### src/hw/rtl/egw_pkg.sv
// ----------------------------------------------------------------------------
// egw_pkg
// Shared types and constants of the Exp-Golomb bit writer: opcodes, queue
// entry layout and queue status.
// ----------------------------------------------------------------------------
package egw_pkg;

	localparam int unsigned EGW_QUEUE_DEPTH = 4;
	localparam int unsigned INFO_W          = 33;
	localparam int unsigned CODE_W          = 2 * INFO_W - 1;
	localparam int unsigned LEN_W           = $clog2(CODE_W + 1);
	localparam int unsigned IDX_W           = $clog2(INFO_W);
	localparam int unsigned MAX_PUT_BITS    = 32;
	localparam int unsigned CAP_W           = 16;

	typedef enum logic [2:0] {
		OP_START    = 3'd0,
		OP_PUT_BITS = 3'd1,
		OP_PUT_UE   = 3'd2,
		OP_PUT_SE   = 3'd3,
		OP_TRAILING = 3'd4
	} egw_op_t;

	typedef enum logic [1:0] {
		KIND_BITS  = 2'd0,
		KIND_START = 2'd1,
		KIND_PAD   = 2'd2
	} egw_kind_t;

	typedef struct packed {
		egw_kind_t           kind;
		logic [CODE_W-1:0]   code;
		logic [LEN_W-1:0]    len;
	} egw_entry_t;

	typedef struct packed {
		logic full;
		logic empty;
	} egw_qstat_t;

endpackage

### src/hw/rtl/egw_front.sv
// ----------------------------------------------------------------------------
// egw_front
// Two-stage front end: decodes the opcode, forms codeNum + 1 and the code
// length, then left-aligns the code for the packer queue.
// ----------------------------------------------------------------------------
module egw_front import egw_pkg::*; (
	input  logic              clk,
	input  logic              arst_n,
	input  logic              in_valid,
	output logic              in_stall,
	input  logic [2:0]        opcode,
	input  logic [31:0]       value,
	input  logic [5:0]        bit_count,
	output logic              push_valid,
	output egw_entry_t        push_entry,
	input  egw_qstat_t        q_stat
);

	function automatic logic [IDX_W-1:0] msb_index(input logic [INFO_W-1:0] x);
		logic [IDX_W-1:0] idx;
		idx = '0;
		for (int i = 0; i < INFO_W; i++) begin
			if (x[i]) idx = IDX_W'(i);
		end
		return idx;
	endfunction

	logic              v_s1;
	logic              v_s2;
	egw_kind_t         kind_s1;
	egw_kind_t         kind_s2;
	logic              golomb_s1;
	logic [INFO_W-1:0] info_s1;
	logic [INFO_W-1:0] info_s2;
	logic [LEN_W-1:0]  len_s1;
	logic [LEN_W-1:0]  len_s2;

	egw_kind_t         kind_d;
	logic              golomb_d;
	logic [INFO_W-1:0] info_d;
	logic [LEN_W-1:0]  len_d;
	logic [INFO_W-1:0] ue_sum;
	logic [31:0]       mag;
	logic              se_low;
	logic [LEN_W-1:0]  len_e;
	logic              adv_s1;
	logic              adv_s2;

	assign adv_s2   = !v_s2 || !q_stat.full;
	assign adv_s1   = !v_s1 || adv_s2;
	assign in_stall = !adv_s1;

	always_comb begin
		kind_d   = KIND_BITS;
		golomb_d = 1'b0;
		info_d   = '0;
		len_d    = '0;
		ue_sum   = {1'b0, value} + INFO_W'(1);
		mag      = value[31] ? (~value + 32'd1) : value;
		se_low   = value[31] || (value == 32'd0);
		unique case (egw_op_t'(opcode))
			OP_START: begin
				kind_d = KIND_START;
			end
			OP_PUT_BITS: begin
				info_d = INFO_W'(value);
				len_d  = ({1'b0, bit_count} > LEN_W'(MAX_PUT_BITS)) ?
				         LEN_W'(MAX_PUT_BITS) : {1'b0, bit_count};
			end
			OP_PUT_UE: begin
				golomb_d = 1'b1;
				info_d   = ue_sum;
			end
			OP_PUT_SE: begin
				golomb_d = 1'b1;
				info_d   = {mag, se_low};
			end
			OP_TRAILING: begin
				kind_d = KIND_PAD;
			end
			default: begin
			end
		endcase
	end

	always_ff @(posedge clk or negedge arst_n) begin
		if (!arst_n) begin
			v_s1 <= 1'b0;
			v_s2 <= 1'b0;
		end else begin
			if (adv_s1) v_s1 <= in_valid;
			if (adv_s2) v_s2 <= v_s1;
		end
	end

	always_ff @(posedge clk) begin
		if (adv_s1 && in_valid) begin
			kind_s1   <= kind_d;
			golomb_s1 <= golomb_d;
			info_s1   <= info_d;
			len_s1    <= len_d;
		end
		if (adv_s2 && v_s1) begin
			kind_s2 <= kind_s1;
			info_s2 <= info_s1;
			len_s2  <= golomb_s1 ? LEN_W'({msb_index(info_s1), 1'b1}) : len_s1;
		end
	end

	assign len_e = (kind_s2 == KIND_BITS) ? len_s2 : '0;

	always_comb begin
		push_valid      = v_s2;
		push_entry.kind = kind_s2;
		push_entry.len  = len_e;
		if (kind_s2 == KIND_PAD) begin
			push_entry.code = {1'b1, {(CODE_W-1){1'b0}}};
		end else begin
			push_entry.code = CODE_W'(info_s2) << (LEN_W'(CODE_W) - len_e);
		end
	end

endmodule

### src/hw/rtl/egw_queue.sv
// ----------------------------------------------------------------------------
// egw_queue
// Short FIFO of decoded codes between the front end and the packer.
// ----------------------------------------------------------------------------
module egw_queue import egw_pkg::*; #(
	parameter int unsigned DEPTH = EGW_QUEUE_DEPTH
) (
	input  logic       clk,
	input  logic       arst_n,
	input  logic       push_valid,
	input  egw_entry_t push_entry,
	input  logic       pop,
	output egw_entry_t head_entry,
	output egw_qstat_t q_stat
);

	localparam int unsigned PTR_W = $clog2(DEPTH);
	localparam int unsigned CNT_W = $clog2(DEPTH + 1);

	egw_entry_t       mem_q [DEPTH];
	logic [PTR_W-1:0] wr_ptr_q;
	logic [PTR_W-1:0] rd_ptr_q;
	logic [CNT_W-1:0] count_q;
	logic             push_fire;

	assign q_stat.full  = (count_q == CNT_W'(DEPTH));
	assign q_stat.empty = (count_q == '0);
	assign push_fire    = push_valid && !q_stat.full;
	assign head_entry   = mem_q[rd_ptr_q];

	always_ff @(posedge clk or negedge arst_n) begin
		if (!arst_n) begin
			wr_ptr_q <= '0;
			rd_ptr_q <= '0;
			count_q  <= '0;
		end else begin
			if (push_fire) begin
				wr_ptr_q <= (wr_ptr_q == PTR_W'(DEPTH - 1)) ? '0 : wr_ptr_q + PTR_W'(1);
			end
			if (pop) begin
				rd_ptr_q <= (rd_ptr_q == PTR_W'(DEPTH - 1)) ? '0 : rd_ptr_q + PTR_W'(1);
			end
			if (push_fire && !pop) begin
				count_q <= count_q + CNT_W'(1);
			end else if (!push_fire && pop) begin
				count_q <= count_q - CNT_W'(1);
			end
		end
	end

	always_ff @(posedge clk) begin
		if (push_fire) mem_q[wr_ptr_q] <= push_entry;
	end

endmodule

### src/hw/rtl/egw_back.sv
// ----------------------------------------------------------------------------
// egw_back
// Bit packer: merges queued codes into the byte in progress, one byte per
// cycle while the output is free; completed bytes wait in the output register.
// ----------------------------------------------------------------------------
module egw_back import egw_pkg::*; (
	input  logic             clk,
	input  logic             arst_n,
	input  egw_qstat_t       q_stat,
	input  egw_entry_t       head_entry,
	output logic             pop,
	input  logic [CAP_W-1:0] buffer_capacity,
	output logic             out_valid,
	input  logic             out_stall,
	output logic [7:0]       out_byte,
	output logic [15:0]      byte_index,
	output logic             last_of_run
);

	logic              cur_valid_q;
	egw_kind_t         cur_kind_q;
	logic [CODE_W-1:0] cur_code_q;
	logic [LEN_W-1:0]  cur_rem_q;
	logic [7:0]        partial_q;
	logic [2:0]        bit_pos_q;
	logic [15:0]       byte_count_q;
	logic              out_valid_q;
	logic [7:0]        out_byte_q;
	logic [15:0]       byte_index_q;
	logic              last_q;

	logic [3:0]        space;
	logic [LEN_W-1:0]  eff_rem;
	logic [3:0]        take;
	logic [LEN_W-1:0]  rest;
	logic [7:0]        chunk;
	logic [7:0]        merged;
	logic              cap_full;
	logic              out_free;
	logic              fills;
	logic              last_d;
	logic              step_ok;
	logic              done;
	logic              emit;
	logic              cur_finish;

	always_comb begin
		space    = 4'd8 - {1'b0, bit_pos_q};
		eff_rem  = (cur_kind_q == KIND_PAD) ? LEN_W'(space) : cur_rem_q;
		take     = (eff_rem < LEN_W'(space)) ? eff_rem[3:0] : space;
		rest     = eff_rem - LEN_W'(take);
		chunk    = cur_code_q[CODE_W-1 -: 8] >> (4'd8 - take);
		merged   = partial_q | (chunk << (space - take));
		cap_full = (byte_count_q >= buffer_capacity);
		out_free = !out_valid_q || !out_stall;
		fills    = (take == space);
		last_d   = (rest < LEN_W'(8)) ||
		           (({1'b0, byte_count_q} + 17'd1) >= {1'b0, buffer_capacity});
		step_ok  = 1'b0;
		done     = 1'b0;
		emit     = 1'b0;
		if (cur_valid_q) begin
			if (cur_kind_q == KIND_START || cap_full) begin
				step_ok = 1'b1;
				done    = 1'b1;
			end else if (fills) begin
				step_ok = out_free;
				emit    = out_free;
				done    = (rest == '0);
			end else begin
				step_ok = 1'b1;
				done    = (rest == '0);
			end
		end
		cur_finish = step_ok && done;
		pop        = !q_stat.empty && (!cur_valid_q || cur_finish);
	end

	always_ff @(posedge clk or negedge arst_n) begin
		if (!arst_n) begin
			cur_valid_q  <= 1'b0;
			partial_q    <= '0;
			bit_pos_q    <= '0;
			byte_count_q <= '0;
			out_valid_q  <= 1'b0;
		end else begin
			if (pop) begin
				cur_valid_q <= 1'b1;
			end else if (cur_finish) begin
				cur_valid_q <= 1'b0;
			end
			if (cur_valid_q && step_ok) begin
				if (cur_kind_q == KIND_START) begin
					partial_q    <= '0;
					bit_pos_q    <= '0;
					byte_count_q <= '0;
				end else if (!cap_full) begin
					if (fills) begin
						partial_q    <= '0;
						bit_pos_q    <= '0;
						byte_count_q <= byte_count_q + 16'd1;
					end else begin
						partial_q <= merged;
						bit_pos_q <= bit_pos_q + take[2:0];
					end
				end
			end
			if (emit) begin
				out_valid_q <= 1'b1;
			end else if (!out_stall) begin
				out_valid_q <= 1'b0;
			end
		end
	end

	always_ff @(posedge clk) begin
		if (pop) begin
			cur_kind_q <= head_entry.kind;
			cur_code_q <= head_entry.code;
			cur_rem_q  <= head_entry.len;
		end else if (cur_valid_q && step_ok && !done) begin
			cur_code_q <= cur_code_q << take;
			cur_rem_q  <= rest;
		end
		if (emit) begin
			out_byte_q   <= merged;
			byte_index_q <= byte_count_q;
			last_q       <= last_d;
		end
	end

	assign out_valid   = out_valid_q;
	assign out_byte    = out_byte_q;
	assign byte_index  = byte_index_q;
	assign last_of_run = last_q;

endmodule

### src/hw/rtl/exp_golomb_bit_writer.sv
// ----------------------------------------------------------------------------
// exp_golomb_bit_writer
// MSB-first bitstream packer with raw, ue, se and trailing-bit operations.
// ----------------------------------------------------------------------------
// One item is taken per cycle while in_stall is low. The front end decodes an
// item through its s1 and s2 registers and forms its left-aligned code, then
// hands it to a short queue. The packer behind the queue completes at most
// one byte per cycle while the output is not stalled, so an item holds the
// packer for each byte that it finishes (up to 9 for the widest se code) and
// for a further step when leftover bits remain or when it finishes no byte.
// The queue absorbs short items that arrive while a long code is draining.
// An item's first byte passes s1, s2, the queue, the packer and out_byte_q.
module exp_golomb_bit_writer import egw_pkg::*; #(
	parameter int unsigned QUEUE_DEPTH = EGW_QUEUE_DEPTH
) (
	input  logic             clk,
	input  logic             arst_n,
	input  logic             cfg_write,
	input  logic [CAP_W-1:0] cfg_data,
	input  logic             in_valid,
	output logic             in_stall,
	input  logic [2:0]       opcode,
	input  logic [31:0]      value,
	input  logic [5:0]       bit_count,
	output logic             out_valid,
	input  logic             out_stall,
	output logic [7:0]       out_byte,
	output logic [15:0]      byte_index,
	output logic             last_of_run
);

	logic [CAP_W-1:0] buffer_capacity_q;
	logic             push_valid;
	egw_entry_t       push_entry;
	egw_entry_t       head_entry;
	egw_qstat_t       q_stat;
	logic             pop;

	always_ff @(posedge clk or negedge arst_n) begin
		if (!arst_n) begin
			buffer_capacity_q <= '1;
		end else if (cfg_write) begin
			buffer_capacity_q <= cfg_data;
		end
	end

	egw_front u_front (
		.clk        (clk),
		.arst_n     (arst_n),
		.in_valid   (in_valid),
		.in_stall   (in_stall),
		.opcode     (opcode),
		.value      (value),
		.bit_count  (bit_count),
		.push_valid (push_valid),
		.push_entry (push_entry),
		.q_stat     (q_stat)
	);

	egw_queue #(
		.DEPTH (QUEUE_DEPTH)
	) u_queue (
		.clk        (clk),
		.arst_n     (arst_n),
		.push_valid (push_valid),
		.push_entry (push_entry),
		.pop        (pop),
		.head_entry (head_entry),
		.q_stat     (q_stat)
	);

	egw_back u_back (
		.clk             (clk),
		.arst_n          (arst_n),
		.q_stat          (q_stat),
		.head_entry      (head_entry),
		.pop             (pop),
		.buffer_capacity (buffer_capacity_q),
		.out_valid       (out_valid),
		.out_stall       (out_stall),
		.out_byte        (out_byte),
		.byte_index      (byte_index),
		.last_of_run     (last_of_run)
	);

`ifndef SYNTH
	a_queue_flags: assert property (@(posedge clk) disable iff (!arst_n)
		!(q_stat.full && q_stat.empty))
		else $error("queue full and empty at once");

	a_pop_nonempty: assert property (@(posedge clk) disable iff (!arst_n)
		pop |-> !q_stat.empty)
		else $error("pop from empty queue");

	a_full_drain: assert property (@(posedge clk) disable iff (!arst_n)
		q_stat.full |=> !q_stat.empty)
		else $error("queue went from full to empty in one cycle");

	a_empty_fill: assert property (@(posedge clk) disable iff (!arst_n)
		q_stat.empty |=> !q_stat.full)
		else $error("queue went from empty to full in one cycle");
`endif

endmodule

### config.mk
export PLATFORM = sky130hd
export DESIGN_NAME = exp_golomb_bit_writer
export DESIGN_NICKNAME = d
export VERILOG_FILES = /design/src/hw/rtl/egw_pkg.sv /design/src/hw/rtl/egw_front.sv /design/src/hw/rtl/egw_queue.sv /design/src/hw/rtl/egw_back.sv /design/src/hw/rtl/exp_golomb_bit_writer.sv
export SDC_FILE = /design/constraint.sdc
export NUM_CORES = 1
export LEC_CHECK = 0
export BUFFER_PORTS_ARGS = -buffer_cell sky130_fd_sc_hd__buf_2
export CELL_PAD_IN_SITES_DETAIL_PLACEMENT = 0
export CELL_PAD_IN_SITES_GLOBAL_PLACEMENT = 1
export CORE_MARGIN = 2
export CORE_UTILIZATION = 50
export DETAILED_ROUTE_END_ITERATION = 16
export PLACE_DENSITY = 0.86
export SKIP_CTS_REPAIR_TIMING = 1
export SLEW_MARGIN = 25
export SYNTH_ARGS = -nofsm -noshare
export SYNTH_HDL_FRONTEND = slang
export SYNTH_HIERARCHICAL = 1
export SYNTH_SLANG_ARGS = --single-unit
### constraint.sdc
create_clock -name clk -period 8.5 [get_ports clk]
set_clock_uncertainty 0.1 [all_clocks]
set_input_delay 0.85 -clock clk [delete_from_list [all_inputs] [get_ports clk]]
set_output_delay 0.85 -clock clk [all_outputs]
set_load 0.02 [all_outputs]
==> flow_summary.yaml <==
run_status:
  status: "complete, no violations"
routing:
  vias: 20600
  wirelength_um: 76300
  wl_per_cell_um: 23.3
  drt_iter0_markers: 2100
  ant_nets: 0
  via_per_inst: 6.30
  drc_errors: 0
  firstDrtPassIters: 6
timing:
  finalSetupTns_ps: 0
  drv_slew: 0
  slew_headroom_pct: 27.5
  tightest_slew_ps: 1090
  rsz0062_at_grt: "no"
  worst_slack_ps: 1510
  max_freq_mhz: 143
  setup_viol: 0
  finalCriticalPeriod_ps: 6990
  hold_viol: 0
  final.period_utilization_pct: 82.2
clock_network:
  max-clock-path-buffers: 3
  path_clk_slew_ps: 60
  cts_made_buffers: 55
  cts_tree: "built"
  insertion_delay_ps: 600
  clock-sinks: 533
  htreeDepth: 2
  root_buffer: "clkbuf_16"
cells_and_area:
  num-nets-final: 2566
  final_common_cell: "edfxtp_1"
  n_fill_cell: 4794
  diodes: 0
  layout_common_cells: "479 x edfxtp_1, 303 x mux2i_1, 172 x nand2_1"
  syn_to_final_growth_pct: 9.17
  drive_gt1_share_pct: 18.5
worst_setup_path:
  worstPathCellList: "inv_2 -> ha_1 -> xnor2_1 -> nand2_1 -> o21ai_0 -> ha_1 -> a21oi_1 -> and2_1 -> a22o_4 -> nand3_1 -> mux2_4 -> inv_2 -> ha_1 -> nor3b_1 -> o21ai_0 -> a211oi_1 -> o211ai_1 -> o21ai_1 -> nor2b_4 -> buf_4 -> mux2_2"
  r2r_end: "u_back/cur_code_q[30]"
  crit_start: "u_back/bit_pos_q[0]"
  max_stage_delay_ps: 860
  crit_buf_inv: 3
  end_kind: "flop"
  crit_family: "compound AO/OA/AOI/OAI gates"
  r2r_start: "u_back/bit_pos_q[0]"
  rr_worst_depth: 21
  crit_path_max_fanout: 73
  setup.worst_path.class: "flop to flop"
  worstPathArrival_ps: 7230
  start_kind: "flop"
  crit_path_frequent_cell: "ha_1"
  cp_slowest_cell: "mux2_4"
  worstPathRequired_ps: 8750
  reg2reg_slack_ps: 1510
floorplan:
  start_util_pct: 50.4
  io_pins: 89
  fp.coreArea_um2: 60200
  dieArea_um2: 62700
  fp-row-count: 90
  die_w_um: 250
  die_h_um: 250
global_route:
  grt_pass1_vias: 20400
  antenna_found_initial: 5
  grt-ovfl-total: 0
  grt_max_degree: 74
  track_usage_pct: 24.2
  grt_pass1_wl_um: 119000
synth:
  ys_seq_elements: 533
  netlist.area_leader.share_pct: 47.4
  synth_edf_count: 479
  synth_compound_area_share_pct: 10.5
  syn_area_um2: 30400
  synth_area_leaders: "edfxtp_1 47%, mux2i_1 10%, mux4_2 6.7%"
  ys_warn_count: 6
  yosysTopAreaCell: "edfxtp_1"
  yosys.area_share.simple_pct: 9.27
  synth.area.mux_share_pct: 20.6
  synth.avg_cell_area_um2: 12.5
  synth-xor-area-share_pct: 1.73
  ys_types: 103
  syn-num-nets: 2547
  ys_seq_area_share_pct: 51.9
  syn_inst: 2429
  synthFlopType: "edfxtp_1"
  synth_top_family_by_area: "multiplexers"
  ys_async_sr_fraction_pct: 10.1
  yosys.area_share.adder_pct: 2.37
placement:
  dpl_worst_slack_ps: 1620
  place.port_buffers: 88
  globalplace.congestion: 0.953
  hpwl_um: 53800
flow_run:
  cap_violations: 0
min_path:
  hp-class: "input port to async pin"
per-stage QoR:
step           std cells  util [%]  instance area, µm²  hold slack [ps]
3_5_place_dp        3172      51.8               31200              311
6_report            3274      55.0               33100              323
3_3_place_gp        3172      51.8               31200              304
5_1_grt             3274      55.0               33100              340
2_1_floorplan       2429         -               30400              300
4_1_cts             3273      55.0               33100              309
area by class of cell:
type	instances	area, µm²	area share [%]
repair buffers	115	667	2.01
inverters	69	259	0.781
clock inverters	28	373	1.12
flip-flops and latches	533	15800	47.5
clock buffers	73	1520	4.58
multi-input cells	1674	13600	41.0
well taps	782	978	2.95
cells by family after synthesis:
kind of cell / count (synthesis)
muxes: 497
xor gates and xnor gates: 59
AOI/OAI and AO/OA: 474
DFF: 533
adders and majority gates: 57
and+or+nand+nor: 587
buffers and inverters: 222
synth_stat cells, types with 22 or more instances:
cell type and number:
inv_1 63, mux2i_1 303, ha_1 55, clkbuf_1 69
nand3_1 60, nand2_1 172, mux4_2 90, buf_2 44
a22oi_1 23, mux2_2 87, xnor2_1 33, xor2_1 25
and3_1 26, nor2_1 158, dfrtp_1 38, and2_1 30
nor3_1 38, edfxtp_1 479, a21oi_1 94, o21ai_0 127
o22ai_1 22
registers in the layout, indices dropped and copies added, names as in the netlist, 3 cells and up:
register and count:
u_queue/mem_q 296, u_back/partial_q 8, u_back/cur_rem_q 7, u_back/cur_code_q 65
u_front/info_s1 33, u_front/len_s2 7, u_front/info_s2 33, u_front/len_s1 6
u_queue/count_q 3, u_back/byte_index 16, buffer_capacity_q 16, u_back/out_byte 8
u_back/bit_pos_q 3, u_back/byte_count_q 16
worst max-delay path by stage:
| stage | end | depth (start not counted) |
|---|---|---|
| after floorplan | u_back/cur_code_q[0] | 26 |
| after global placement | u_back/cur_code_q[31] | 21 |
| after CTS | u_back/cur_code_q[30] | 21 |
| final | u_back/cur_code_q[30] | 21 |
| after detailed placement | u_back/cur_code_q[29] | 21 |
| after global routing | u_back/cur_code_q[26] | 21 |
layer usage:
| layer | share of wire (%) | wire [µm] | up-vias | global-route usage, % |
|---|---|---|---|---|
| li1 | - | - | 9413 | - |
| met1 | 43 | 32600 | 10300 | 33.3 |
| met2 | 48 | 36700 | 756 | 39.9 |
| met3 | 5.8 | 4450 | 159 | 3.36 |
| met4 | 3.4 | 2560 | 2 | 8.04 |
| met5 | 0.017 | 13 | - | 0 |
Power is left out: the tool's default activity adds up to more than one toggle a clock period on the data nets, which glitch-free logic cannot reach.
